==> src/rtl/vpc_pkg.sv <==
// Shared types, reset values and constants of the valve position controller.
`default_nettype none

package vpc_pkg;

  // Default tracked position width in encoder steps
  localparam int unsigned POSITION_WIDTH_DEF = 32;

  // Configuration register indexes
  localparam int unsigned CFG_INDEX_W = 3;
  localparam int unsigned CFG_DATA_W  = 32;

  typedef enum logic [CFG_INDEX_W-1:0] {
    REG_STEPS_PER_UNIT = 3'd0,
    REG_STALL_LIMIT    = 3'd1,
    REG_IDLE_LIMIT     = 3'd2,
    REG_HOME_THRESHOLD = 3'd3,
    REG_DRIVE_DUTY     = 3'd4,
    REG_TIMER_PERIOD   = 3'd5
  } cfg_reg_t;

  // Reset values of the configuration registers
  localparam logic [7:0]         RST_STEPS_PER_UNIT = 8'd42;
  localparam logic [7:0]         RST_STALL_LIMIT    = 8'd40;
  localparam logic [7:0]         RST_IDLE_LIMIT     = 8'd180;
  localparam logic signed [31:0] RST_HOME_THRESHOLD = -32'sd5000;
  localparam logic [7:0]         RST_DRIVE_DUTY     = 8'd85;
  localparam logic [23:0]        RST_TIMER_PERIOD   = 24'd1000;

  // PWM compare arithmetic: duty in percent, zero duty maps to a factor of 101
  localparam logic [7:0]  DUTY_FULL   = 8'd100;
  localparam logic [6:0]  K_FULL      = 7'd100;
  localparam logic [6:0]  K_ZERO_DUTY = 7'd101;
  // floor(y / 25) = (y * RECIP_25) >> RECIP_SHIFT, exact for y below 2**29
  localparam logic [29:0] RECIP_25    = 30'd687194768;
  localparam int unsigned RECIP_SHIFT = 34;

  localparam logic [7:0] COUNT_SAT = 8'hFF;

  typedef struct packed {
    logic [7:0]         steps_per_unit;
    logic [7:0]         stall_limit;
    logic [7:0]         idle_limit;
    logic signed [31:0] home_threshold;
    logic [7:0]         drive_duty;
    logic [23:0]        timer_period;
  } cfg_t;

  typedef struct packed {
    logic [1:0]         motor_state;
    logic               direction;
    logic signed [31:0] position;
    logic signed [31:0] target_steps;
    logic [31:0]        edge_count;
    logic [24:0]        pwm_compare;
  } result_t;

endpackage

`default_nettype wire

==> src/rtl/vpc_out_buf.sv <==
// Two-entry result buffer: output register plus a skid entry.
`default_nettype none

module vpc_out_buf (
  input  wire logic             clk,
  input  wire logic             rst,
  input  wire logic             push,
  input  wire vpc_pkg::result_t push_data,
  output logic                  room,
  output logic                  out_valid,
  input  wire logic             out_stall,
  output vpc_pkg::result_t      out_data
);
  import vpc_pkg::*;

  result_t skid_data;
  logic    skid_valid;
  logic    pop;

  assign pop  = out_valid && !out_stall;
  assign room = !skid_valid;

  // Control: refill the output from the skid entry first
  always_ff @(posedge clk) begin
    if (rst) begin
      out_valid  <= 1'b0;
      skid_valid <= 1'b0;
    end else if (skid_valid) begin
      if (pop) begin
        skid_valid <= 1'b0;
      end
    end else if (!out_valid || pop) begin
      out_valid <= push;
    end else if (push) begin
      skid_valid <= 1'b1;
    end
  end

  // Payload
  always_ff @(posedge clk) begin
    if (skid_valid) begin
      if (pop) begin
        out_data <= skid_data;
      end
    end else if (!out_valid || pop) begin
      if (push) begin
        out_data <= push_data;
      end
    end else if (push) begin
      skid_data <= push_data;
    end
  end

  // The skid entry is only ever filled behind a full output register
  a_skid_behind_out: assert property (@(posedge clk) disable iff (rst)
    skid_valid |-> out_valid)
    else $error("skid entry valid with empty output register");

  // A beat pushed against a stalled output lands in the skid entry
  a_push_to_skid: assert property (@(posedge clk) disable iff (rst)
    (push && out_valid && !pop) |=> skid_valid)
    else $error("beat pushed against stalled output was dropped");

endmodule

`default_nettype wire

==> config.mk <==
export PLATFORM = sky130hd
export DESIGN_NAME = vpc_out_buf
export DESIGN_NICKNAME = d
export VERILOG_FILES = /design/src/rtl/vpc_pkg.sv /design/src/rtl/vpc_out_buf.sv
export SDC_FILE = /design/constraint.sdc
export NUM_CORES = 1
export LEC_CHECK = 0
export ABC_AREA = 1
export BUFFER_PORTS_ARGS = -buffer_cell sky130_fd_sc_hd__buf_2
export CAP_MARGIN = 0
export CELL_PAD_IN_SITES_DETAIL_PLACEMENT = 1
export CELL_PAD_IN_SITES_GLOBAL_PLACEMENT = 2
export CORE_ASPECT_RATIO = 1.25
export CORE_UTILIZATION = 37
export DETAILED_ROUTE_END_ITERATION = 8
export PLACE_DENSITY_LB_ADDON = 0.1
export SLEW_MARGIN = 20
export SYNTH_ARGS = -nofsm -noshare
export SYNTH_HDL_FRONTEND = slang
export SYNTH_SLANG_ARGS = --single-unit
==> constraint.sdc <==
create_clock -name clk -period 24.1 [get_ports clk]
set_clock_uncertainty 0.1 [all_clocks]
set_input_delay 2.41 -clock clk [delete_from_list [all_inputs] [get_ports clk]]
set_output_delay 2.41 -clock clk [all_outputs]
set_load 0.01 [all_outputs]
# Yosys cells after proc, flatten, opt, wreduce, memory -nomap -nowiden
# Index checks and enable logic that the tools add are counted.
# totals
out_inout_bits	126
regBits	250
inputBits	128
wordCells	35
# op_classes
eq_ne	1
n_mux	8
bitwise	2
reduce_logical	10
# op_table
op	count
$mux 124	4
$reduce_and 3->1	2
$mux 1	4
$reduce_bool 2->1	2
$logic_not 1->1	3
$ne 2x1->1 const B	1
$not 1->1	2
$reduce_and 2->1	1
$logic_and 1x1->1	1
$logic_or 1x1->1	1

# Logic depth before layout (Yosys ltp)
# Gate-level depths: netlist (run 1).
# depth
word_depth	5
mapped_depth	6
mapped_depth_nobuf	5

# Least setup slack after synthesis (run 1)
# Ideal clock, no wire load.
# synth_path
path_kind	input to register
startpoint	input out_stall
endpoint	register out_data[0] in the netlist's numbering (enable)
required_ns	23.352
path_slack_ns	14.846
path_buffers	0
path_stages	3
setup_time_ns	0.648
arrival_ns	8.506
path_cell_list	nand2_1 > inv_1 > a21oi_1
# synth_via
elab_chain_cells	5
word_cells_on_any_way	6
classes_between	eq/ne (1); reduce/logical (5)
# synth_rtl
element	line	text
from (decl)	vpc_out_buf.sv:11	input wire logic out_stall,
$logic_not 1->1 (*)	vpc_out_buf.sv:20	assign pop = out_valid && !out_stall;
$logic_and 1x1->1 (*)	vpc_out_buf.sv:20	
$logic_or 1x1->1	vpc_out_buf.sv:45	end else if (!out_valid || pop) begin
$reduce_bool 2->1 (no line)	-	
$reduce_and 3->1 (no line) (*)	-	
to (signal assigned)	vpc_out_buf.sv:43	out_data <= skid_data;
to (signal assigned)	vpc_out_buf.sv:47	out_data <= push_data;
to (decl)	vpc_out_buf.sv:12	output vpc_pkg::result_t out_data
# Mark *: on every way between the ends. The rest lies on a longest branch, timed or not.
# A chain may end at the register's enable or synchronous reset.

# Final worst setup path (run 1)
# layout_path
startpoint	register skid_valid
endpoint	output room
# layout_via
elab_chain_cells	1
# layout_rtl
element	line	text
from (decl)	vpc_out_buf.sv:17	logic skid_valid;
from (signal assigned)	vpc_out_buf.sv:27	skid_valid <= 1'b0;
from (signal assigned)	vpc_out_buf.sv:30	skid_valid <= 1'b0;
from (signal assigned)	vpc_out_buf.sv:35	skid_valid <= 1'b1;
$logic_not 1->1	vpc_out_buf.sv:21	assign room = !skid_valid;
to (decl)	vpc_out_buf.sv:9	output logic room,
# No other way between the ends.

==> summary.md, run 1 <==
The total of warnings raised by yosys is 0. The flow ran to the end, and the final reports show no timing, DRC or antenna violations. In this run the core area contains 63 standard-cell rows.

For this block, the initial DRC count from the detailed router was 342. Averaged over all synthesized cells, the footprint is 13.69 um^2. The first global-routing pass estimated 33030 um of wire. For the pin with the worst max-slew slack, the measured transition is 0.9799 ns. After clock tree synthesis, the flow added hold-fix buffers numbering 0.

The via count of the first global-routing pass came out at 6088. The maximum clock rate is 231.5 MHz, and the count of boundary I/O pins is 254. The clock passes through at most 3 buffers.

For this design, the slowest cell found on the critical path is dfxtp_4. Using the TritonRoute via totals, the vias-per-cell ratio works out to 4.520. The time the worst path needs with I/O delays and setup is 4.320 ns. The class of the tightest hold or removal check was register to register.

In this run the remaining antenna-violating nets after routing total 0. The clock root buffer is clkbuf_16. The post-route fraction of the period consumed by the critical path is 0.1792, and the number of sinks driven by the clock tree is 250. The most critical setup path has its endpoint at room.

Sorting the synthesized cells by how often they occur yields nand2_1, edfxtp_1, buf_2, inv_1. In the final timing run, aggregate negative setup slack is 0 ns. For this block, the routed nets add up to 21710 um of wire. STA classifies the critical path startpoint as a register. The width of the die came out at 142.5 um.

The run gives 0.8202 as the post-synthesis sequential area ratio. In this run the post-CTS setup repair buffer count came out at 0. Setup violations remaining at the end of the flow were counted as 0. The die covers 25310 um^2.

The met2 usage was 0.2821; the unique cell type count in the Yosys netlist was 12. The run gives 0 as the number of violations of the max-capacitance limit. Yosys attributes the largest share of cell area to edfxtp_1, nand2_1, buf_2.

For this run, the leading register cell type out of synthesis is edfxtp_1. With fillers left out, the area of the finished cells amounts to 11460 um^2. The run gives 5745 as the total via count after detailed routing.

After filler insertion, the fill cell instance count of the layout stands at 2588. The area growth from synthesis to layout is 25.55%. The core outline area is 23960 um^2.

In this run the most used layer during global routing was met2. Yosys mapped a number of flops with a built-in enable equal to 248. IR analysis of the VDD net gives a maximum drop of 0.00005007 V. For this design the ratio of total power to cell area is 83.37 nW/um^2.

The share of final-layout standard cells stronger than drive strength 1 was 0.3139. For the TritonCTS buffer count, the log shows 25. The tools report the worst path setup slack after routing as 19.78 ns. Summing every instance area after synthesis gives 9129 um^2.

The largest stage delay on the critical path was 0.68 ns; the internal reg-to-reg setup slack was 20.68 ns. Setup repair after global routing left no endpoint under its margin. The run gives 0 as the number of pins exceeding their max-slew limit in the final report. The post-cts repair resize count came out at 0. The worst setup path is captured at an output port. The number of remaining DRC errors was 0; the starting density of the core was 0.3810. The number of hold violations in the final report is 0, and the flip-flop and latch count after synthesis is 250.

edfxtp_1 takes more of the synthesized area than any other cell. The worst setup path is of the register to output port kind. Summing all placed instances gives a cell area of 10690 um^2. The analysis attributes to cell leakage a power of 0.004851 uW.

In this run the critical register-to-register path is launched from skid_valid$_SDFF_PP0_. The total half-perimeter wirelength after legalization and detailed placement is 14140 um. Prior to clock tree synthesis, the placed netlist has a worst setup slack of 19.23 ns. The number of nets produced by synthesis came out at 795. The die is 177.6 um tall. The data required time at the worst endpoint was 21.59 ns; the fraction of post-synthesis cell area in the top cell type by area was 0.8158. The run gives 6 as the number of antenna violations at the first check in global routing. For this run, the post-layout net count is 1053. The tools report the number of levels the H-tree was split into as 1.

Total iterations of the first detailed-routing run: 4. Along the worst path, the maximum fanout reaches 52. The endpoint identified for the worst register-to-register timing path is out_data[71]$_DFFE_PP_. The global-route track usage on met1 came out at 0.2152.

Traced cell by cell, the critical path runs through inv_4 -> buf_2. The final weighted congestion in routability-driven placement is 0.7331, and the number of cells traversed by the worst register-to-register path is 4. The total routing resource utilization after global routing was 0.1714. TritonCTS built the clock tree. After clock tree synthesis, the clock-pin slew on the worst setup and hold paths is 0.06 ns.

The number of instances in the synthesized netlist is 667, and the latest clock arrival within the worst-skew pair is 0.51 ns. Max-slew headroom at the worst pin: 0.3453. After detailed routing, the average wire length per cell comes to 17.08 um.

For the global-route congestion overflow total, the log shows 0. The tools report the worst setup path startpoint as skid_valid$_SDFF_PP0_. The met3 track utilization from global routing was 0.04695. Input and output buffers added on the ports amount to 253. Proportion of register bits with asynchronous set or reset after synthesis: 0.

The leading cell type by number of instances after synthesis was nand2_1. The run gives 90 as the largest net degree at the start of global routing. Critical path data arrival time: 1.81 ns.
final cells by class:
type	count	area [um^2]	share of cell area
Clock buffer	31	648.1	0.05655
Antenna cell	3	7.507	0.0006550
Clock inverter	14	116.4	0.01015
Multi-Input combinational cell	383	1453	0.1267
Timing Repair Buffer	258	1308	0.1141
Inverter	7	31.28	0.002729
Sequential cell	250	7491	0.6536
Tap cell	325	406.6	0.03548
registers in the layout (all words and copies together), names as in the netlist:
| signal | cells |
|---|---|
| out_valid | 1 |
| out_data | 124 |
| skid_valid | 1 |
| skid_data | 124 |
logic make-up after synthesis:
group	Yosys count	share of synthesized area
AOI/OAI and AO/OA	2	0.001097
DFF	250	0.8202
buffers and inverters	34	0.02193
and+or+nand+nor	381	0.1568
critical path, delay by kind of cell (launching register included):
kind | cells | cell delay [ns]
buffers and inverters | 2 | 0.61
flip-flops | 1 | 0.68
routing by layer:
layer / up-vias / share of wire
li1: 2766 / -
met1: 2731 / 0.41
met2: 201 / 0.48
met3: 40 / 0.079
met4: 7 / 0.028
met5: - / 0.0036
layout by cell type (no fill, tap or decap):
cell type | synthesis | final
clkbuf_16 | 0 | 25
clkinv_2 | 0 | 6
clkinvlp_4 | 0 | 1
clkbuf_1 | 4 | 6
buf_4 | 5 | 4
a21oi_1 | 2 | 1
dfxtp_1 | 2 | 1
nand2_1 | 379 | 379
inv_1 | 6 | 5
nor2_1 | 1 | 1
dfxtp_4 | 0 | 1
buf_2 | 13 | 253
bufinv_16 | 0 | 2
clkinv_1 | 0 | 5
edfxtp_1 | 248 | 248
a21oi_4 | 0 | 1
diode_2 | 0 | 3
buf_6 | 5 | 1
inv_4 | 0 | 2
nand3_1 | 1 | 1
stage by stage:
| stage | total power, uW | util | hold slack (ns) | cells |
|---|---|---|---|---|
| 2_1_floorplan | 558.8 | - | 0.3905 | 667 |
| 6_report | 955.5 | 0.4783 | 0.4126 | 1271 |
| 5_1_grt | 991.4 | 0.4782 | 0.4346 | 1270 |
| 4_1_cts | 969.4 | 0.4780 | 0.4191 | 1268 |
| 3_5_place_dp | 596.2 | 0.4461 | 0.4036 | 1223 |
| 3_3_place_gp | 593.8 | 0.4459 | 0.3975 | 1223 |
worst min path at each step:
stage / from / end / slack (ns) / cells past startpoint
detailed placement: skid_data[77]$_DFFE_PP_ / out_data[77]$_DFFE_PP_ / 0.40 / 2
global route: skid_data[59]$_DFFE_PP_ / out_data[59]$_DFFE_PP_ / 0.43 / 2
finish: skid_data[39]$_DFFE_PP_ / out_data[39]$_DFFE_PP_ / 0.41 / 2
global placement: skid_data[62]$_DFFE_PP_ / out_data[62]$_DFFE_PP_ / 0.40 / 2
CTS: skid_data[77]$_DFFE_PP_ / out_data[77]$_DFFE_PP_ / 0.42 / 2
floorplan: skid_data[117]$_DFFE_PP_ / out_data[117]$_DFFE_PP_ / 0.39 / 2
power breakdown:
group | internal (uW) | switching (uW) | total (uW)
clock network | 212 | 159 | 371
registers | 507 | 7.72 | 514
logic | 25.1 | 45.2 | 70.3
total | 743 | 212 | 955
Note: power is estimated with default switching activity, not from simulation.
==> inputs of run 2 (changes only) <==
--- a/config.mk
+++ b/config.mk
@@ -11,7 +11,7 @@
 export CELL_PAD_IN_SITES_DETAIL_PLACEMENT = 1
 export CELL_PAD_IN_SITES_GLOBAL_PLACEMENT = 2
 export CORE_ASPECT_RATIO = 1.25
-export CORE_UTILIZATION = 37
+export CORE_UTILIZATION = 34
 export DETAILED_ROUTE_END_ITERATION = 8
 export PLACE_DENSITY_LB_ADDON = 0.1
 export SLEW_MARGIN = 20
==> constraint.sdc (replaced) <==
create_clock -name clk -period 4.1 [get_ports clk]
set_clock_uncertainty 0.1 [all_clocks]
set_input_delay 0.41 -clock clk [delete_from_list [all_inputs] [get_ports clk]]
set_output_delay 0.41 -clock clk [all_outputs]
set_load 0.01 [all_outputs]
==> run 2 against run 1 <==
Worst hold slack worse by 0.27 ns. Non-clock buffer count is 127 higher. First-iteration DRC count decreased by 11%. Via count is 9.6% higher. Sequential cell count is the same. Cell count up 11%. Count of clock-buffer cells in the layout is 4 higher. Die area rose by 8.7%. Highest routed layer is now met4. Total power grew to 6.1 times the previous value. Critical path depth grew 1.
==> summary.md, run 2 (synthesis gave the netlist of run 1 again) <==
The global-route wire length before repair is 36570 um (+11%). The peak fanout along the critical path came out at 71 (+37%). The placement row count was 66 (+4.8%); the total via count after detailed routing was 6295 (+9.6%). TritonCTS built the clock tree. The maximum clock rate was 378.4 MHz; the count of boundary I/O pins was 254 (unchanged).

The worst hold slack across all endpoints was 0.1430 ns (-0.2696 ns); the detailed-route wire length per cell was 16.65 um (-2.5%). The post-route fraction of the period consumed by the critical path works out to 0.6446. The run gives 0 (unchanged) as the number of pins exceeding their max-slew limit in the final report. Vertical extent of the die: 185.2 um (+4.3%). The number of standard cells in the layout, taps in and fillers out was 1413 (+11%); the number of remaining DRC errors was 0 (unchanged). The total half-perimeter wirelength after legalization and detailed placement is 14310 um (+1.2%), and the TritonCTS buffer count is 27 (+8.0%). The tools report the total iterations of the first detailed-routing run as 4 (unchanged). The worst hold path begins at out_stall. Commonest non-fill, non-tap cell in the layout: nand2_1.

The nature of the critical path endpoint was a register. Counting I/O delays and the setup requirement, the final critical path takes 2.643 ns. The share of final-layout standard cells stronger than drive strength 1 works out to 0.2780 (-0.03591).

The number of antenna violations at the first check in global routing was 1 (-5). Buffers inserted during post-CTS setup optimization: 0 (unchanged). For the final count of negative-setup-slack endpoints, the log shows 0 (unchanged). The endpoint identified for the worst register-to-register timing path is out_data[63]$_DFFE_PP_. For the total number of nets in the final design, the log shows 1182 (+12%). The number of port buffers is 253 (unchanged), and the number of sinks driven by the clock tree is 250 (unchanged). The starting density of the core was 0.3487 (-0.03223); the number of filler cells placed in the layout was 2770 (+7.0%). The number of buffers on the longest clock path is 3 (unchanged). The critical path class is register to register.

The run gives 26180 um^2 (+9.2%) as the core outline area. The run gives 0.52 ns (about the same) as the latest clock arrival within the worst-skew pair. Clock root buffer: clkbuf_16.

The number of cells traversed by the worst register-to-register path is 3 (-1), and the setup TNS is 0 ns (unchanged). The tools report the critical path launch point type as a register. The tools report the largest net degree at the start of global routing as 72 (-20%). The startpoint identified for the worst register-to-register timing path is skid_valid$_SDFF_PP0_. The top cell types in the final layout, fill and taps aside, are nand2_1, buf_2, edfxtp_1, dlygate4sd3_1, clkbuf_16. The sum of routed wire length over all layers is 23520 um (+8.3%), and the actual transition at the worst max-transition pin is 0.9551 ns (-0.02485 ns). The tools report the cell count after placement as 1240 (+1.4%).

The logs give 6994 (+15%) for the via count of the first global-routing pass and 0 (unchanged) for the global-route congestion overflow total. The run finished with clean final reports. For the full die area, the log shows 27510 um^2 (+8.7%). The logs give 12800 um^2 (+12%) for the total non-filler cell area in the finished layout and 1.46 ns (-19.22 ns) for the internal reg-to-reg setup slack. The worst vdd rail ir drop came out at 0.0002752 V (+450%). Leakage dissipation: 0.005408 uW (+11%). Setup repair after global routing left no endpoint under its margin. For the max-slew headroom at the worst pin, the log shows 0.3633 (+0.01802). The tools report the residual antenna-violating net count after detailed routing as 0 (unchanged).

The number of violations of the max-capacitance limit is 0 (unchanged), and the detailed router's first-iteration violation count is 304 (-11%). The logs give 10730 um^2 (+0.40%) for the cell area reported after detailed placement and 1 (unchanged) for the number of levels the H-tree was split into. The tools report the total routing resource utilization after global routing as 0.1714 (about the same). The critical path data arrival time was 2.68 ns (+0.87 ns); the clock edge transition at the registers on the reported setup and hold paths was 0.06 ns (about the same).

For the worst path setup slack after routing, the log shows 1.457 ns (-18.32 ns). The tightest min-delay check is of the primary input to register type. The width of the die works out to 148.6 um (+4.3%). The data required time at the worst endpoint is 4.14 ns (-17.45 ns), and the via count normalized by instance count is 4.455 (-1.4%). The final weighted congestion in routability-driven placement was 0.7407 (+1.0%); the count of cells along the worst hold path was 5 (+3).

The path with the worst hold slack has its endpoint at skid_valid$_SDFF_PP0_. The power per cell area is 453.9 nW/um^2 (+440%), and the area growth from synthesis to layout is 40.20%. The number of hold violations in the final report came out at 0 (unchanged).

The run gives 1.427 ns (-17.80 ns) as the setup slack after placement. The largest registers in the layout are out_data (124), skid_data (124).
## run 2: cell count changes in the layout (fill, tap and decap cells not counted)
cell,delta
diode_2,-2
buf_12,+1
clkinv_2,-2
clkbuf_1,+2
clkinvlp_4,-1
buf_6,-1
inv_6,+1
buf_4,+2
clkbuf_16,+2
dlygate4sd3_1,+125
## run 2: per-layer routing
metal | routed length, um | vias up | share of wire | GRT usage
met5 | 0 | - | 0 | 0
met4 | 461 | 0 | 0.020 | 0.04866
met3 | 1503 | 34 | 0.064 | 0.04039
met2 | 12130 | 181 | 0.52 | 0.3116
met1 | 9428 | 3053 | 0.40 | 0.1993
li1 | - | 3027 | - | -
## run 2: worst max-delay path by stage
stage	to	start	slack [ns]	cells past startpoint
after detailed placement	out_data[56]$_DFFE_PP_	skid_valid$_SDFF_PP0_	1.43	3
final	out_data[63]$_DFFE_PP_	skid_valid$_SDFF_PP0_	1.46	3
after floorplan	skid_data[0]$_DFFE_PP_	skid_valid$_SDFF_PP0_	0.39	5
after global placement	out_data[63]$_DFFE_PP_	skid_valid$_SDFF_PP0_	1.50	3
after CTS	room	skid_valid$_SDFF_PP0_	1.39	3
after global routing	out_data[63]$_DFFE_PP_	skid_valid$_SDFF_PP0_	1.29	3
## run 2: metrics by stage
step | utilization | total power (uW)
floorplan | - | 3270
global placement | 0.4100 | 3485
detailed placement | 0.4100 | 3505
CTS | 0.4888 | 5900
global route | 0.4889 | 6042
finish | 0.4889 | 5809
## run 2: what timing repair did
action | 4_1_cts | 5_1_grt
endpoints found under the setup margin | 0 | 0
gates resized for setup | 0 | 0
hold buffers | 125 | 0
endpoints found under the hold margin | 125 | 0
## run 2: cell type report
cell class | count | area (um^2) | area share
Sequential cell | 250 | 7491 | 0.5853
Antenna cell | 1 | 2.502 | 0.0001955
Multi-Input combinational cell | 383 | 1453 | 0.1135
Tap cell | 340 | 425.4 | 0.03324
Timing Repair Buffer | 385 | 2582 | 0.2018
Inverter | 7 | 31.28 | 0.002444
Clock buffer | 35 | 705.7 | 0.05514
Clock inverter | 12 | 107.6 | 0.008407
## run 2: where the power goes
part	total (uW)	leakage (uW)	internal, uW	switching [uW]
Combinational	516	0.00267	227	288
Sequential	3020	0.00234	2980	43.2
Clock	2270	0.000398	1330	943
Total	5810	0.00541	4530	1270
## run 2: critical path, cell delays in order (launching register included)
cell and delay, ns:
dfxtp_4 0.90, nand2_1 0.25, a21oi_4 0.20, buf_4 0.73
