### src/rtl/vpc_pkg.sv
// Shared types, reset values and constants of the valve position controller.
`default_nettype none

package vpc_pkg;

  // Default tracked position width in encoder steps
  localparam int unsigned POSITION_WIDTH_DEF = 32;

  // Configuration register indexes
  localparam int unsigned CFG_INDEX_W = 3;
  localparam int unsigned CFG_DATA_W  = 32;

  typedef enum logic [CFG_INDEX_W-1:0] {
    REG_STEPS_PER_UNIT = 3'd0,
    REG_STALL_LIMIT    = 3'd1,
    REG_IDLE_LIMIT     = 3'd2,
    REG_HOME_THRESHOLD = 3'd3,
    REG_DRIVE_DUTY     = 3'd4,
    REG_TIMER_PERIOD   = 3'd5
  } cfg_reg_t;

  // Reset values of the configuration registers
  localparam logic [7:0]         RST_STEPS_PER_UNIT = 8'd42;
  localparam logic [7:0]         RST_STALL_LIMIT    = 8'd40;
  localparam logic [7:0]         RST_IDLE_LIMIT     = 8'd180;
  localparam logic signed [31:0] RST_HOME_THRESHOLD = -32'sd5000;
  localparam logic [7:0]         RST_DRIVE_DUTY     = 8'd85;
  localparam logic [23:0]        RST_TIMER_PERIOD   = 24'd1000;

  // PWM compare arithmetic: duty in percent, zero duty maps to a factor of 101
  localparam logic [7:0]  DUTY_FULL   = 8'd100;
  localparam logic [6:0]  K_FULL      = 7'd100;
  localparam logic [6:0]  K_ZERO_DUTY = 7'd101;
  // floor(y / 25) = (y * RECIP_25) >> RECIP_SHIFT, exact for y below 2**29
  localparam logic [29:0] RECIP_25    = 30'd687194768;
  localparam int unsigned RECIP_SHIFT = 34;

  localparam logic [7:0] COUNT_SAT = 8'hFF;

  typedef struct packed {
    logic [7:0]         steps_per_unit;
    logic [7:0]         stall_limit;
    logic [7:0]         idle_limit;
    logic signed [31:0] home_threshold;
    logic [7:0]         drive_duty;
    logic [23:0]        timer_period;
  } cfg_t;

  typedef struct packed {
    logic [1:0]         motor_state;
    logic               direction;
    logic signed [31:0] position;
    logic signed [31:0] target_steps;
    logic [31:0]        edge_count;
    logic [24:0]        pwm_compare;
  } result_t;

endpackage

`default_nettype wire

### src/rtl/vpc_update.sv
// Controller state and the combinational update for one set or tick beat.
`default_nettype none

module vpc_update #(
  parameter int unsigned POSITION_WIDTH = vpc_pkg::POSITION_WIDTH_DEF
) (
  input  wire logic               clk,
  input  wire logic               rst,
  input  wire logic               advance,
  input  wire logic               mode,
  input  wire logic signed [15:0] target_units,
  input  wire logic               encoder_level,
  input  wire vpc_pkg::cfg_t      cfg,
  input  wire logic [24:0]        pwm_compare,
  output vpc_pkg::result_t        result
);
  import vpc_pkg::*;

  localparam int unsigned PW = POSITION_WIDTH;
  localparam int unsigned XW = (PW > 25) ? PW : 25;
  localparam int unsigned OW = (PW > 32) ? PW : 32;

  typedef enum logic [1:0] {
    ST_OFF   = 2'd0,
    ST_IDLE  = 2'd1,
    ST_BRAKE = 2'd2,
    ST_DRIVE = 2'd3
  } state_t;

  state_t        ctrl_state, ctrl_state_next;
  logic          drive_dir, drive_dir_next;
  logic [PW-1:0] pos_steps, pos_steps_next;
  logic [PW-1:0] target_reg, target_reg_next;
  logic          last_level, last_level_next;
  logic [7:0]    stall_count, stall_count_next;
  logic [7:0]    idle_count, idle_count_next;
  logic [31:0]   edges_total, edges_total_next;

  logic signed [24:0] set_prod;
  logic signed [XW-1:0] set_prod_x;
  logic [PW-1:0]      set_target;
  logic               below_home;
  logic signed [OW-1:0] pos_x;
  logic signed [OW-1:0] tgt_x;

  // Scale the requested units into encoder steps, wrapping at the position width
  assign set_prod   = target_units * $signed({1'b0, cfg.steps_per_unit});
  assign set_prod_x = XW'(set_prod);
  assign set_target = set_prod_x[PW-1:0];

  // Rezero test on the current target
  assign below_home = $signed(OW'($signed(target_reg))) < $signed(OW'(cfg.home_threshold));

  // Next state for one beat
  always_comb begin
    ctrl_state_next  = ctrl_state;
    drive_dir_next   = drive_dir;
    pos_steps_next   = pos_steps;
    target_reg_next  = target_reg;
    last_level_next  = last_level;
    stall_count_next = stall_count;
    idle_count_next  = idle_count;
    edges_total_next = edges_total;
    if (!mode) begin
      target_reg_next = set_target;
      if (set_target != pos_steps) begin
        drive_dir_next   = $signed(set_target) > $signed(pos_steps);
        ctrl_state_next  = ST_DRIVE;
        stall_count_next = 8'd0;
      end
    end else if (ctrl_state != ST_OFF) begin
      if (encoder_level != last_level) begin
        last_level_next  = encoder_level;
        edges_total_next = edges_total + 32'd1;
        stall_count_next = 8'd0;
        pos_steps_next   = drive_dir ? (pos_steps + PW'(1)) : (pos_steps - PW'(1));
      end else if (stall_count != COUNT_SAT) begin
        stall_count_next = stall_count + 8'd1;
      end
      if (stall_count_next > cfg.stall_limit) begin
        ctrl_state_next = ST_IDLE;
      end
      if (pos_steps_next == target_reg) begin
        ctrl_state_next = ST_BRAKE;
      end
      if (ctrl_state_next == ST_IDLE || ctrl_state_next == ST_BRAKE) begin
        if (idle_count != COUNT_SAT) begin
          idle_count_next = idle_count + 8'd1;
        end
      end else begin
        idle_count_next = 8'd0;
      end
      if (idle_count_next > cfg.idle_limit) begin
        ctrl_state_next = ST_OFF;
        if (below_home) begin
          pos_steps_next  = '0;
          target_reg_next = '0;
        end
      end
    end
  end

  // Result reflects the state after this beat
  assign pos_x = OW'($signed(pos_steps_next));
  assign tgt_x = OW'($signed(target_reg_next));

  always_comb begin
    result.motor_state  = ctrl_state_next;
    result.direction    = drive_dir_next;
    result.position     = pos_x[31:0];
    result.target_steps = tgt_x[31:0];
    result.edge_count   = edges_total_next;
    result.pwm_compare  = pwm_compare;
  end

  // Hold state, update on each advancing beat
  always_ff @(posedge clk) begin
    if (rst) begin
      ctrl_state  <= ST_OFF;
      drive_dir   <= 1'b0;
      pos_steps   <= '0;
      target_reg  <= '0;
      last_level  <= 1'b0;
      stall_count <= 8'd0;
      idle_count  <= 8'd0;
      edges_total <= 32'd0;
    end else if (advance) begin
      ctrl_state  <= ctrl_state_next;
      drive_dir   <= drive_dir_next;
      pos_steps   <= pos_steps_next;
      target_reg  <= target_reg_next;
      last_level  <= last_level_next;
      stall_count <= stall_count_next;
      idle_count  <= idle_count_next;
      edges_total <= edges_total_next;
    end
  end

  // A tick while off leaves the controller off and the position alone
  a_off_tick_holds: assert property (@(posedge clk) disable iff (rst)
    (advance && mode && ctrl_state == ST_OFF) |=>
      (ctrl_state == ST_OFF && $stable(pos_steps)))
    else $error("tick while off changed state or position");

  // An encoder edge while running clears the stall count
  a_edge_clears_stall: assert property (@(posedge clk) disable iff (rst)
    (advance && mode && ctrl_state != ST_OFF && encoder_level != last_level) |=>
      (stall_count == 8'd0))
    else $error("encoder edge did not clear stall count");

endmodule

`default_nettype wire

### config.mk
export PLATFORM = sky130hd
export DESIGN_NAME = vpc_update
export DESIGN_NICKNAME = d
export VERILOG_FILES = /design/src/rtl/vpc_pkg.sv /design/src/rtl/vpc_update.sv
export SDC_FILE = /design/constraint.sdc
export NUM_CORES = 1
export LEC_CHECK = 0
export ABC_AREA = 1
export BUFFER_PORTS_ARGS = -buffer_cell sky130_fd_sc_hd__buf_2
export CORE_ASPECT_RATIO = 0.6
export CORE_MARGIN = 4
export CORE_UTILIZATION = 64
export DETAILED_ROUTE_END_ITERATION = 7
export GPL_TIMING_DRIVEN = 1
export PLACE_DENSITY = 0.93
export REMOVE_ABC_BUFFERS = 1
export SYNTH_ARGS = -nofsm -noshare
export SYNTH_HDL_FRONTEND = slang
export SYNTH_SLANG_ARGS = --single-unit
### constraint.sdc
create_clock -name clk -period 40 [get_ports clk]
set_input_delay 12 -clock clk [delete_from_list [all_inputs] [get_ports clk]]
set_output_delay 12 -clock clk [all_outputs]
set_load 0.02 [all_outputs]
# Yosys cells after proc, flatten, opt, wreduce, memory -nomap -nowiden
# Cells that the tools add are included.
[word_totals] regBits=116 latch_bits=0 mem_bits_rw=0 mem_bits_ro=0 output_inout_bits=124 memories=0
[classes] add_sub_neg=5 multipliers=1 div_mod_pow=0 order_cmp=4 eq_ne=8 shifts=0 mux=36 bitwise_logic=0 n_reduce_logical=6
[op_table] operator="32-bit 2-to-1 mux" count=15
[op_table] operator="8-bit 2-to-1 mux" count=11
[op_table] operator="32-bit by 1-bit adder with 32-bit output (second input constant)" count=2
[op_table] operator="32-bit equality test" count=1
[op_table] operator="25-bit by 32-bit greater-than comparator with 1-bit output" count=1
[op_table] operator="32-bit less-than comparator" count=1
[op_table] operator="32-bit inequality test" count=1
[op_table] operator="32-bit by 1-bit subtractor with 32-bit output (second input constant)" count=1
[op_table] operator="16-bit by 9-bit multiplier with 25-bit output" count=1
[op_table] operator="8-bit by 1-bit adder with 8-bit output (second input constant)" count=2
[op_table] operator="8-bit greater-than comparator" count=2
[op_table] operator="2-bit 2-to-1 mux" count=8
[op_table] operator="8-bit inequality test (second input constant)" count=2
[op_table] operator="3-bit AND reduction" count=2
[op_table] operator="4-bit AND reduction" count=1
[op_table] operator="2-bit nonzero test" count=2
[op_table] operator="2-bit by 1-bit equality test with 1-bit output (second input constant)" count=1
[op_table] operator="2-bit equality test (second input constant)" count=1
[op_table] operator="1-bit 2-to-1 mux" count=2
[op_table] operator="2-bit by 1-bit inequality test with 1-bit output (second input constant)" count=1
[op_table] operator="1-bit logical OR" count=1
[op_table] operator="1-bit inequality test" count=1

# Logic depth before layout (Yosys ltp)
# Gate-level depths: netlist of the first run.
[logic_depth] ltp_word=19 mapped_depth=38

# Least setup slack after synthesis of the first run
# Ideal clock, no wire load.
[synth_path] kind="input-to-output" start="input port cfg[81] in the netlist's numbering" end="output port result[121] in the netlist's numbering" arrival_ns=17.720 required_time_ns=28.000 slack_ns=10.280 path_stages=33 n_path_buf=3 cell_sequence="clkbuf_1 -> clkbuf_1 -> nand2_1 -> fa_1 -> inv_1 -> fa_1 -> inv_1 -> fa_1 -> fa_1 -> inv_1 -> ha_1 -> a21oi_1 -> o21ai_0 -> o21bai_2 -> nand2_1 -> nand2_1 -> nand2_1 -> nand2_1 -> nand2_1 -> nand2_1 -> xor2_2 -> ha_1 -> a21oi_1 -> nor2_1 -> a211oi_1 -> o221ai_1 -> a21oi_1 -> nand2_1 -> xor2_1 -> nand2_1 -> nand2_1 -> inv_1 -> buf_4"
[synth_between] elab_chain_cells=4 elab_cells_between_ends=5
[synth_lines] item="start, declared" line="vpc_update.sv:13" text="input wire vpc_pkg::cfg_t cfg,"
[synth_lines] item="16-bit by 9-bit multiplier with 25-bit output (*)" line="vpc_update.sv:47" text="assign set_prod = target_units * $signed({1'b0, cfg.steps_per_unit});"
[synth_lines] item="25-bit by 32-bit greater-than comparator with 1-bit output / 32-bit inequality test (equally long branches)" line="vpc_update.sv:67, vpc_update.sv:66"
[synth_lines] item="1-bit 2-to-1 mux (*)" line="vpc_update.sv:66" text="if (set_target != pos_steps) begin"
[synth_lines] item="1-bit 2-to-1 mux (*)" line="vpc_update.sv:64" text="if (!mode) begin"
[synth_lines] item="end, declared" line="vpc_update.sv:15" text="output vpc_pkg::result_t result"
# Mark *: on every way between the ends. The rest lies on a longest branch, timed or not.

==> results of run 1 <==
-- synthesized netlist by cell type, types with 23 or more instances --
library cell / count
sky130_fd_sc_hd__fa_1: 103
sky130_fd_sc_hd__a21oi_1: 185
sky130_fd_sc_hd__nand4_1: 23
sky130_fd_sc_hd__o21ai_0: 69
sky130_fd_sc_hd__clkbuf_1: 75
sky130_fd_sc_hd__xor2_1: 47
sky130_fd_sc_hd__nand3_1: 183
sky130_fd_sc_hd__ha_1: 162
sky130_fd_sc_hd__inv_1: 576
sky130_fd_sc_hd__dfxtp_1: 116
sky130_fd_sc_hd__o22ai_1: 25
sky130_fd_sc_hd__nand2_1: 846
sky130_fd_sc_hd__nor3_1: 27
sky130_fd_sc_hd__nor2_1: 127
sky130_fd_sc_hd__buf_4: 27
-- worst min-delay path, cell delays in order, from the launching register on --
cell	delay, ps
sky130_fd_sc_hd__dfxtp_1	320
sky130_fd_sc_hd__nand2_1	60
sky130_fd_sc_hd__a21oi_1	50
-- logic make-up after synthesis --
family	share of synthesized area, %
adder cells (fa/ha/maj)	24.5
buffers and inverters	16.7
XOR/XNOR	3.14
AND/OR/NAND/NOR	30.8
AO/OA/AOI/OAI	11.0
flip-flops	13.9
-- layout by cell type (no fill, tap or decap), types with 47 or more instances in the layout --
cell type / netlist / final
sky130_fd_sc_hd__a21oi_1: 185 / 185
sky130_fd_sc_hd__buf_2: 8 / 174
sky130_fd_sc_hd__dfxtp_1: 116 / 116
sky130_fd_sc_hd__fa_1: 103 / 103
sky130_fd_sc_hd__ha_1: 162 / 162
sky130_fd_sc_hd__inv_1: 576 / 576
sky130_fd_sc_hd__nand2_1: 846 / 845
sky130_fd_sc_hd__nand3_1: 183 / 183
sky130_fd_sc_hd__nor2_1: 127 / 126
sky130_fd_sc_hd__o21ai_0: 69 / 69
sky130_fd_sc_hd__xor2_1: 47 / 47
-- final cells by class --
| class | instances | area, sq um | area share [%] |
|---|---|---|---|
| clock buffers | 17 | 425 | 2.35 |
| clock inverters | 15 | 156 | 0.865 |
| inverters | 582 | 2180 | 12.1 |
| multi-input cells | 1895 | 11600 | 64.1 |
| flip-flops and latches | 116 | 2320 | 12.8 |
| well taps | 352 | 440 | 2.44 |
| repair buffers | 186 | 961 | 5.32 |
-- how the worst max path moves through the flow --
stage / start / end / slack (ps) / cells past startpoint
floorplan: target_units[15] / result[121] / 10800 / 30
global placement: cfg[85] / result[121] / 9420 / 33
detailed placement: cfg[80] / result[121] / 9250 / 30
CTS: cfg[80] / result[121] / 9210 / 30
global route: cfg[80] / result[121] / 8770 / 30
finish: cfg[82] / result[121] / 9120 / 31
-- layer usage --
metal  routed length [um]  up-vias  track usage (%)
met3                 6970      131             9.57
met1                22100     8048             51.0
met2                21000     1112             50.9
li1                     -     8518                -
met4                 1310        0             9.80
met5                    0        -            0.667
-- metrics by stage --
stage | area (sq um) | instances | hold WS (ps) | utilization [%]
6_report | 18100 | 3163 | 485 | 71.0
3_5_place_dp | 17500 | 3131 | 457 | 68.7
3_3_place_gp | 17500 | 3131 | 454 | 68.7
4_1_cts | 18100 | 3163 | 484 | 71.0
5_1_grt | 18100 | 3163 | 508 | 71.0
2_1_floorplan | 16100 | 2593 | 439 | -
-- power groups by stage --
stage	Combinational (W)	Clock (W)	Sequential, W
2_1_floorplan	0.000697	0	0.000142
3_3_place_gp	0.000921	0	0.000147
3_5_place_dp	0.000963	0	0.000148
4_1_cts	0.000971	0.000156	0.000145
5_1_grt	0.00111	0.000162	0.000148
6_report	0.000990	0.000157	0.000146
==> summary.txt, run 1 <==
Outcome
  – Status: finished clean

Yosys
  – EDFF count, synth: 0
  – Number of flip-flops and latches in the synthesized netlist: 116
  – Most used flip-flop cell after synthesis: sky130_fd_sc_hd__dfxtp_1
  – Post-synthesis instance area: ~17000 sq um
  – Post-synthesis average cell area: 6.15 sq um
  – Leading post-synthesis cells by cell area: sky130_fd_sc_hd__nand2_1 19%, sky130_fd_sc_hd__dfxtp_1 14%, sky130_fd_sc_hd__inv_1 13%
  – Number of warnings issued by yosys: 0
  – Cell type with the highest aggregate area in the netlist: sky130_fd_sc_hd__nand2_1
  – Count of unique library cells instantiated by Yosys: 52
  – Yosys top cell area share: 19.0%
  – Share of async-settable or async-resettable flops after synthesis: 0%
  – Sequential-to-total area share from yosys stat: about 14%
  – Number of cells produced by synthesis: 2714

Die
  – I/O pin count: 258
  – Die height: 133 um
  – Die Width: 216 um
  – Total Die Area: 28800 sq um
  – Placement Rows: 45
  – Core Box Area: 25400 sq um
  – Starting Density: between 60% and 70%

Setup path
  – Highest-delay cell along the critical path: sky130_fd_sc_hd__xor2_2
  – Reg-to-Reg Start: drive_dir$_SDFFE_PP0P_
  – Critical path buffers and inverters: 4
  – CP startpoint kind: primary input
  – Largest driver fanout on the critical path: 16
  – Type of element capturing the critical path: output pin
  – Cell count of the worst reg-to-reg path: 34
  – Req. time, crit path: 28000 ps
  – Kind of cell adding the most delay to the critical path: adder cells
  – Most common cell on crit path: sky130_fd_sc_hd__nand2_1
  – Reg2reg end: target_reg[17]$_SDFFE_PP0P_
  – Crit Path Class: primary input to output pin
  – Delay of the slowest cell on the worst path: ~580 ps
  – Arrival time reported for the critical path endpoint: 18880 ps
  – Worst reg-to-reg setup slack: 33790 ps

Route
  – Post-DR vias/cell: 5.63
  – Post-DRT Antenna Nets: 0
  – Number of DRC markers after the initial detailed-route iteration: 2211
  – Via count: 17800
  – # DRC: 0
  – Total wire length after detailed routing: just over 50 mm
  – Average detailed-routed wire length per instance: 16.3 um
  – Length of the first detailed-routing pass in iterations: 6

Timing
  – Relative slew slack: between 20 and 25%
  – Slew at the pin closest to its max-slew limit: 1190 ps
  – Unrepaired setup endpoints after global routing: false
  – Final hold violation count: 0
  – Number of setup violations in the final report: 0
  – Max Freq: 0.0324 GHz
  – Clock period minus final worst setup slack: 30880 ps
  – Post-route clock period utilization: 77.2%
  – Final total negative setup slack: 0 ps
  – Setup ws final: between 9000 and 10000 ps
  – Max Slew Vio Count: 0
  – Fin Clk Skew: roughly 12 ps

Placement
  – Final HPWL from detailed placement: just over 40 mm
  – Final RePlAce weighted congestion: about 0.97
  – Count of input and output buffers: between 150 and 200
  – Worst slack after detailed placement: ~9200 ps

Pwr
  – Cell Pwr Density: about 70 nW/um^2
  – Sequential fraction of design power: 11.3%
  – Leakage power total: 10.5 nW
  – Overall power consumption: 0.00129 W
  – Clock power share: between 10% and 20%
  – Comb power frac: 76.6%
  – Net Switching: 0.000736 W
  – Cell internal pwr: 0.000557 W
  – Peak ir drop on the vdd network: 0.0584 mV
  – Fraction of power spent switching nets: 56.9%

Clocking
  – Later-pin clock latency in the skew report: 440 ps
  – TritonCTS clock tree: yes
  – Max Buffers Root-to-Sink: 2
  – Sinks on Clock Net: 116
  – Number of clock buffers inserted by TritonCTS: 17
  – Number of buffers inserted by hold repair at cts: 0
  – Clock edge transition at the registers on the reported setup and hold paths: 60 ps
  – CTS H-tree lvls: 4
  – Post-CTS Setup Repair Bufs: 0
  – CTS-repair resized insts: 0
  – CTS Root Cell: sky130_fd_sc_hd__clkbuf_16

Min path
  – Class of the tightest hold or removal check: register to register
  – Worst min-delay path endpoint: stall_count[1]$_SDFFE_PP0P_
  – Worst hold path stage count: 2
  – Launch instance of the worst min-delay path: stall_count[1]$_SDFFE_PP0P_

Layout
  – Fill cell total of the finished layout: 2231
  – Area growth from synthesis to layout: 8.36%
  – Number of nets in the layout: approximately 3200
  – Antenna diode count: 0
  – Fraction of layout cells with a size suffix above 1: 9.14%

Global route
  – Vias in the first global route: 16500
  – Initial antenna violation count: 0
  – Combined global-route utilization of all metal layers: 35.0%
  – Maximum number of pins on one net before global-route repair: 93
  – Wire length of the first global-routing pass: 82.1 mm
  – Overflow after GRT: 0

Flow run
  – Count of max-cap constraint violations: 0
No activity file was read; power rests on OpenSTA's default activity.
==> run 2: changes to the inputs <==
CORE_UTILIZATION = 54   (was 64)
PLACE_DENSITY = 0.84   (was 0.93)
clock period = 26.5 ns   (was 40 ns; I/O delays follow)
==> run 2 against run 1 <==
- worst hold slack got worse by 19 ps
- clock-buffer cell count is 1 higher
- cell count rose by 1.8%
- clock skew fell by 1.1 ps
- combinational power up 52%
==> summary.txt, run 2 (synthesis results as in run 1) <==
Outcome
  – Status: finished clean (unchanged)

Route
  – Total wire length after detailed routing: 52.6 mm (was 51.4 mm)
  – Post-DR vias/cell: 5.54 (was 5.63)
  – Number of DRC markers after the initial detailed-route iteration: 1899 (was 2211)
  – Length of the first detailed-routing pass in iterations: 6 (unchanged)
  – Via count: 17800 (about the same)
  – Post-DRT Antenna Nets: 0 (unchanged)
  – Average detailed-routed wire length per instance: 16.3 um (about the same)
  – # DRC: 0 (unchanged)

Pwr
  – Cell internal pwr: 0.000865 W (was 0.000557 W)
  – Net Switching: 0.00111 W (was 0.000736 W)
  – Leakage power total: 10.6 nW (was 10.5 nW)
  – Comb power frac: 75.8% (was 76.6%)
  – Fraction of power spent switching nets: 56.3% (was 56.9%)
  – Sequential fraction of design power: 11.1% (was 11.3%)
  – Peak ir drop on the vdd network: 0.0715 mV (was 0.0584 mV)
  – Overall power consumption: 0.00198 W (was 0.00129 W)
  – Cell Pwr Density: 109 nW/um^2 (was 71.6 nW/um^2)
  – Clock power share: 13.1% (was 12.1%)

Global route
  – Vias in the first global route: 16600 (was 16500)
  – Overflow after GRT: 0 (unchanged)
  – Initial antenna violation count: 0 (unchanged)
  – Maximum number of pins on one net before global-route repair: 80 (was 93)
  – Combined global-route utilization of all metal layers: 30.4% (was 35.0%)
  – Wire length of the first global-routing pass: 84.2 mm (was 82.1 mm)

Placement
  – Count of input and output buffers: 175 (unchanged)
  – Placed cell area: 17600 sq um (was 17500 sq um)
  – Final HPWL from detailed placement: 41.5 mm (was 40.4 mm)
  – Final RePlAce weighted congestion: 0.986 (was 0.974)

Setup path
  – Reg2reg end: target_reg[4]$_SDFFE_PP0P_ (was target_reg[17]$_SDFFE_PP0P_)
  – Cell count of the worst reg-to-reg path: 36 (was 34)
  – Req. time, crit path: 18550 ps (was 28000 ps)
  – Type of element capturing the critical path: output pin (unchanged)
  – Arrival time reported for the critical path endpoint: 15010 ps (was 18880 ps)
  – Largest driver fanout on the critical path: 16 (unchanged)
  – Reg-to-Reg Start: drive_dir$_SDFFE_PP0P_ (unchanged)
  – Highest-delay cell along the critical path: sky130_fd_sc_hd__fa_1 (was sky130_fd_sc_hd__xor2_2)
  – Worst reg-to-reg setup slack: 20080 ps (was 33790 ps)
  – Crit Path Class: primary input to output pin (unchanged)
  – CP startpoint kind: primary input (unchanged)
  – Most common cell on crit path: sky130_fd_sc_hd__nand2_1 (unchanged)
  – Delay of the slowest cell on the worst path: 580 ps (about the same)

Die
  – Starting Density: 55.3% (was 65.6%)
  – Total Die Area: 33900 sq um (was 28800 sq um)
  – I/O pin count: 258 (unchanged)
  – Placement Rows: 49 (was 45)
  – Die height: 144 um (was 133 um)
  – Die Width: 235 um (was 216 um)
  – Core Box Area: 30200 sq um (was 25400 sq um)

Clocking
  – Later-pin clock latency in the skew report: 440 ps (about the same)
  – TritonCTS clock tree: yes (unchanged)
  – Post-CTS Setup Repair Bufs: 0 (unchanged)
  – CTS-repair resized insts: 0 (unchanged)
  – Clock edge transition at the registers on the reported setup and hold paths: 60 ps (about the same)
  – Number of buffers inserted by hold repair at cts: 0 (unchanged)
  – Max Buffers Root-to-Sink: 2 (unchanged)
  – Sinks on Clock Net: 116 (unchanged)
  – CTS Root Cell: sky130_fd_sc_hd__clkbuf_16 (unchanged)
  – Number of clock buffers inserted by TritonCTS: 17 (unchanged)
  – CTS H-tree lvls: 4 (unchanged)

Timing
  – Max Slew Vio Count: 0 (unchanged)
  – Number of setup violations in the final report: 0 (unchanged)
  – Final hold violation count: 0 (unchanged)
  – Fin Clk Skew: 11.0 ps (was 12.1 ps)
  – Post-route clock period utilization: between 80% and 90%
  – Clock period minus final worst setup slack: about 23000 ps
  – Max Freq: 0.0436 GHz
  – Unrepaired setup endpoints after global routing: false (unchanged)
  – Slew at the pin closest to its max-slew limit: 1250 ps (was 1190 ps)
  – Final total negative setup slack: 0 ps (unchanged)
  – Relative slew slack: 16.9% (was 20.5%)

Min path
  – Worst hold path stage count: 2 (unchanged)
  – Launch instance of the worst min-delay path: stall_count[2]$_SDFFE_PP0P_ (was stall_count[1]$_SDFFE_PP0P_)
  – Worst min-delay path endpoint: stall_count[2]$_SDFFE_PP0P_ (was stall_count[1]$_SDFFE_PP0P_)
  – Class of the tightest hold or removal check: register to register (unchanged)

Layout
  – Area taken by multi-input logic gates: 11600 sq um (unchanged)
  – Area growth from synthesis to layout: 9.13% (was 8.36%)
  – Most common library cell in the layout ignoring fill and taps: sky130_fd_sc_hd__nand2_1 (unchanged)
  – Leading cell types in the layout, fill and taps excluded: 845 x sky130_fd_sc_hd__nand2_1, 576 x sky130_fd_sc_hd__inv_1, 185 x sky130_fd_sc_hd__a21oi_1 (unchanged)
  – Final Core Density: 60.4% (was 71.0%)
  – Sequential cell area: 2320 sq um (unchanged)
  – Antenna diode count: 0 (unchanged)
  – Fill cell total of the finished layout: 2905 (was 2231)
  – Area of all placed cells without fillers: 18200 sq um (was 18100 sq um)
  – Fraction of layout cells with a size suffix above 1: 9.14% (unchanged)
  – Number of nets in the layout: 3197 (unchanged)

Flow run
  – Count of max-cap constraint violations: 0 (unchanged)
[run 2: cell count changes in the layout (fill, tap and decap cells not counted)]
cell and change:
sky130_fd_sc_hd__clkbuf_8 +1, sky130_fd_sc_hd__buf_2 -1, sky130_fd_sc_hd__buf_4 +1, sky130_fd_sc_hd__clkinv_2 -2
sky130_fd_sc_hd__clkinvlp_4 -1, sky130_fd_sc_hd__bufinv_16 +2
[run 2: layout make-up]
type | count | area share, %
multi-input combinational | 1895 | 63.6
timing repair buffer | 186 | 5.29
sequential | 116 | 12.8
clock buffer | 18 | 2.41
clock inverter | 14 | 1.09
inverter | 582 | 12.0
tap | 408 | 2.80
[run 2: how the worst max path moves through the flow]
stage	from	to	cells after the start
final	cfg[85]	result[121]	33
after global routing	cfg[80]	result[121]	30
after CTS	cfg[85]	result[121]	33
after detailed placement	cfg[85]	result[121]	33
after global placement	cfg[82]	result[121]	31
after floorplan	target_units[15]	result[121]	30
[run 2: worst max-delay path: cells and delay by family]
family                   cells  cell delay [ps]
adder cells (fa/ha/maj)      6             2790
AND/OR/NAND/NOR             17             2360
AO/OA/AOI/OAI                4              700
buffers and inverters        5              650
XOR/XNOR                     1              520
[run 2: power groups by stage]
stage               Sequential (W)  Clock, W  Combinational [W]
floorplan                 0.000215         0            0.00105
global placement          0.000221         0            0.00141
detailed placement        0.000223         0            0.00146
CTS                       0.000219  0.000261            0.00147
global route              0.000223  0.000268            0.00168
finish                    0.000220  0.000259            0.00150
[run 2: metrics by stage]
stage,hold WS [ps],std cells,setup WS (ps)
4_1_cts,471,3219,3700
2_1_floorplan,439,2593,5400
5_1_grt,510,3219,3220
6_report,467,3219,3540
3_5_place_dp,463,3187,3720
3_3_place_gp,454,3187,3860
[run 2: layer usage]
| layer | GRT usage [%] | share of wire (%) | up-vias |
|---|---|---|---|
| met4 | 6.15 | 1.5 | 0 |
| li1 | - | - | 8527 |
| met5 | 0.551 | 0 | - |
| met1 | 44.5 | 44 | 8175 |
| met2 | 46.4 | 42 | 1040 |
| met3 | 6.98 | 12 | 80 |
==> run 3: changes to the inputs <==
PLACE_DENSITY = 0.79   (was 0.84)
==> run 3 against run 2 <==
- worst setup slack improved by 210 ps
- cell count barely moved
- clock skew rose by 2.0 ps
- non-clock buffer count fell by 1
- sequential share of layout area barely moved
- worst hold slack improved by 3.3 ps
- global-route usage rose by 0.20 points
- die area did not move
- clock-buffer cell count did not move
- routed wire length fell by 0.19%
- register-to-register slack got worse by 580 ps
==> summary.txt, run 3 (synthesis results as in run 1) <==
Layout
  – Most common library cell in the layout ignoring fill and taps: sky130_fd_sc_hd__nand2_1 (unchanged)
  – Antenna diode count: 0 (unchanged)
  – Fraction of layout cells with a size suffix above 1: 9.07% (was 9.14%)
  – Fill cell total of the finished layout: 2923 (was 2905)
  – Sequential cell area: 2320 sq um (unchanged)
  – Area taken by multi-input logic gates: 11600 sq um (unchanged)
  – Leading cell types in the layout, fill and taps excluded: 845 x sky130_fd_sc_hd__nand2_1, 576 x sky130_fd_sc_hd__inv_1, 185 x sky130_fd_sc_hd__a21oi_1 (unchanged)
  – Area growth from synthesis to layout: 9.33% (was 9.13%)
  – Area of all placed cells without fillers: 18200 sq um (about the same)
  – Number of nets in the layout: 3196 (was 3197)

Timing
  – Clock period minus final worst setup slack: 22750 ps (was 22960 ps)
  – Unrepaired setup endpoints after global routing: false (unchanged)
  – Relative slew slack: 13.2% (was 16.9%)
  – Slew at the pin closest to its max-slew limit: 1300 ps (was 1250 ps)
  – Setup ws final: 3750 ps (was 3540 ps)
  – Final hold violation count: 0 (unchanged)
  – Post-route clock period utilization: 85.8% (was 86.6%)
  – Number of setup violations in the final report: 0 (unchanged)
  – Final hold slack: 470 ps (was 467 ps)
  – Final total negative setup slack: 0 ps (unchanged)
  – Fin Clk Skew: 12.9 ps (was 11.0 ps)
  – Max Freq: 0.0440 GHz (was 0.0436 GHz)
  – Max Slew Vio Count: 0 (unchanged)

Setup path
  – CP startpoint kind: primary input (unchanged)
  – Highest-delay cell along the critical path: sky130_fd_sc_hd__xor2_2 (was sky130_fd_sc_hd__fa_1)
  – Delay of the slowest cell on the worst path: 580 ps (about the same)
  – Most common cell on crit path: sky130_fd_sc_hd__nand2_1 (unchanged)
  – Type of element capturing the critical path: output pin (unchanged)
  – Req. time, crit path: 18550 ps (about the same)
  – Worst reg-to-reg setup slack: 19500 ps (was 20080 ps)
  – Crit Path Class: primary input to output pin (unchanged)
  – Arrival time reported for the critical path endpoint: 14800 ps (was 15010 ps)
  – Largest driver fanout on the critical path: 16 (unchanged)

Pwr
  – Cell Pwr Density: 109 nW/um^2 (about the same)
  – Overall power consumption: 0.00199 W (was 0.00198 W)
  – Leakage power total: 10.6 nW (about the same)
  – Peak ir drop on the vdd network: 0.0812 mV (was 0.0715 mV)

Clocking
  – Sinks on Clock Net: 116 (unchanged)
  – Clock edge transition at the registers on the reported setup and hold paths: 60 ps (about the same)
  – CTS Root Cell: sky130_fd_sc_hd__clkbuf_16 (unchanged)
  – Later-pin clock latency in the skew report: 450 ps (was 440 ps)
  – Post-CTS Setup Repair Bufs: 0 (unchanged)
  – Max Buffers Root-to-Sink: 2 (unchanged)
  – Number of buffers inserted by hold repair at cts: 0 (unchanged)
  – CTS H-tree lvls: 4 (unchanged)
  – Number of clock buffers inserted by TritonCTS: 17 (unchanged)
  – TritonCTS clock tree: yes (unchanged)
  – CTS-repair resized insts: 0 (unchanged)

Die
  – I/O pin count: 258 (unchanged)
  – Starting Density: 55.3% (unchanged)
  – Core Box Area: 30200 sq um (unchanged)
  – Die Width: 235 um (unchanged)
  – Die height: 144 um (unchanged)
  – Total Die Area: 33900 sq um (unchanged)
  – Placement Rows: 49 (unchanged)

Global route
  – Combined global-route utilization of all metal layers: 30.6% (was 30.4%)
  – Initial antenna violation count: 0 (unchanged)
  – Maximum number of pins on one net before global-route repair: 57 (was 80)
  – Vias in the first global route: 16600 (about the same)
  – Wire length of the first global-routing pass: 84.4 mm (was 84.2 mm)
  – Overflow after GRT: 0 (unchanged)

Placement
  – Final RePlAce weighted congestion: 0.960 (was 0.986)
  – Count of input and output buffers: 175 (unchanged)
  – Final HPWL from detailed placement: 41.6 mm (was 41.5 mm)
  – Placed cell area: 17600 sq um (about the same)
  – Worst slack after detailed placement: 3760 ps (was 3720 ps)

Route
  – Length of the first detailed-routing pass in iterations: 6 (unchanged)
  – Total wire length after detailed routing: 52.5 mm (was 52.6 mm)
  – # DRC: 0 (unchanged)
  – Post-DR vias/cell: 5.45 (was 5.54)
  – Post-DRT Antenna Nets: 0 (unchanged)
  – Number of DRC markers after the initial detailed-route iteration: 1756 (was 1899)
  – Via count: 17600 (was 17800)
  – Average detailed-routed wire length per instance: 16.3 um (about the same)

Flow run
  – Count of max-cap constraint violations: 0 (unchanged)

Outcome
  – Status: finished clean (unchanged)

Min path
  – Class of the tightest hold or removal check: register to register (unchanged)
==> run 3: final timing paths <==
check,startpoint,to,cells past startpoint
max,cfg[82],result[121],31
min,stall_count[2]$_SDFFE_PP0P_,stall_count[2]$_SDFFE_PP0P_,2
max reg2reg,drive_dir$_SDFFE_PP0P_,pos_steps[24]$_SDFFE_PP0P_,31
min reg2reg,stall_count[2]$_SDFFE_PP0P_,stall_count[2]$_SDFFE_PP0P_,2
==> run 3: metal layers <==
metal | global-route usage, % | vias to the layer above | wire length [um]
li1 | - | 8524 | -
met1 | 45.1 | 8090 | 24200
met2 | 45.3 | 856 | 21500
met3 | 7.19 | 81 | 5720
met4 | 7.73 | 0 | 1000
met5 | 0.551 | - | 0
==> run 3: report_power, final <==
group,total [W],internal (W),switching (W)
Sequential,0.000220,0.000196,0.0000243
Clock,0.000279,0.000178,0.000101
Combinational,0.00149,0.000505,0.000985
==> run 3: area by class of cell <==
cell class / count / share of cell area, %
Clock buffer: 18 / 2.35
Clock inverter: 14 / 1.37
Inverter: 582 / 12.0
Multi-Input combinational cell: 1895 / 63.5
Sequential cell: 116 / 12.7
Tap cell: 408 / 2.80
Timing Repair Buffer: 185 / 5.24
==> run 3: stage by stage <==
step	cells	utilization, %
global route	3218	60.5
detailed placement	3186	58.2
global placement	3186	58.2
finish	3218	60.5
CTS	3218	60.5
floorplan	2593	-
==> run 3: critical path: cells and delay by family <==
kind / cells / cell delay, ps
adder cells (fa/ha/maj): 6 / 2730
XOR/XNOR: 1 / 580
buffers and inverters: 4 / 640
AND/OR/NAND/NOR: 15 / 2030
AO/OA/AOI/OAI: 5 / 860
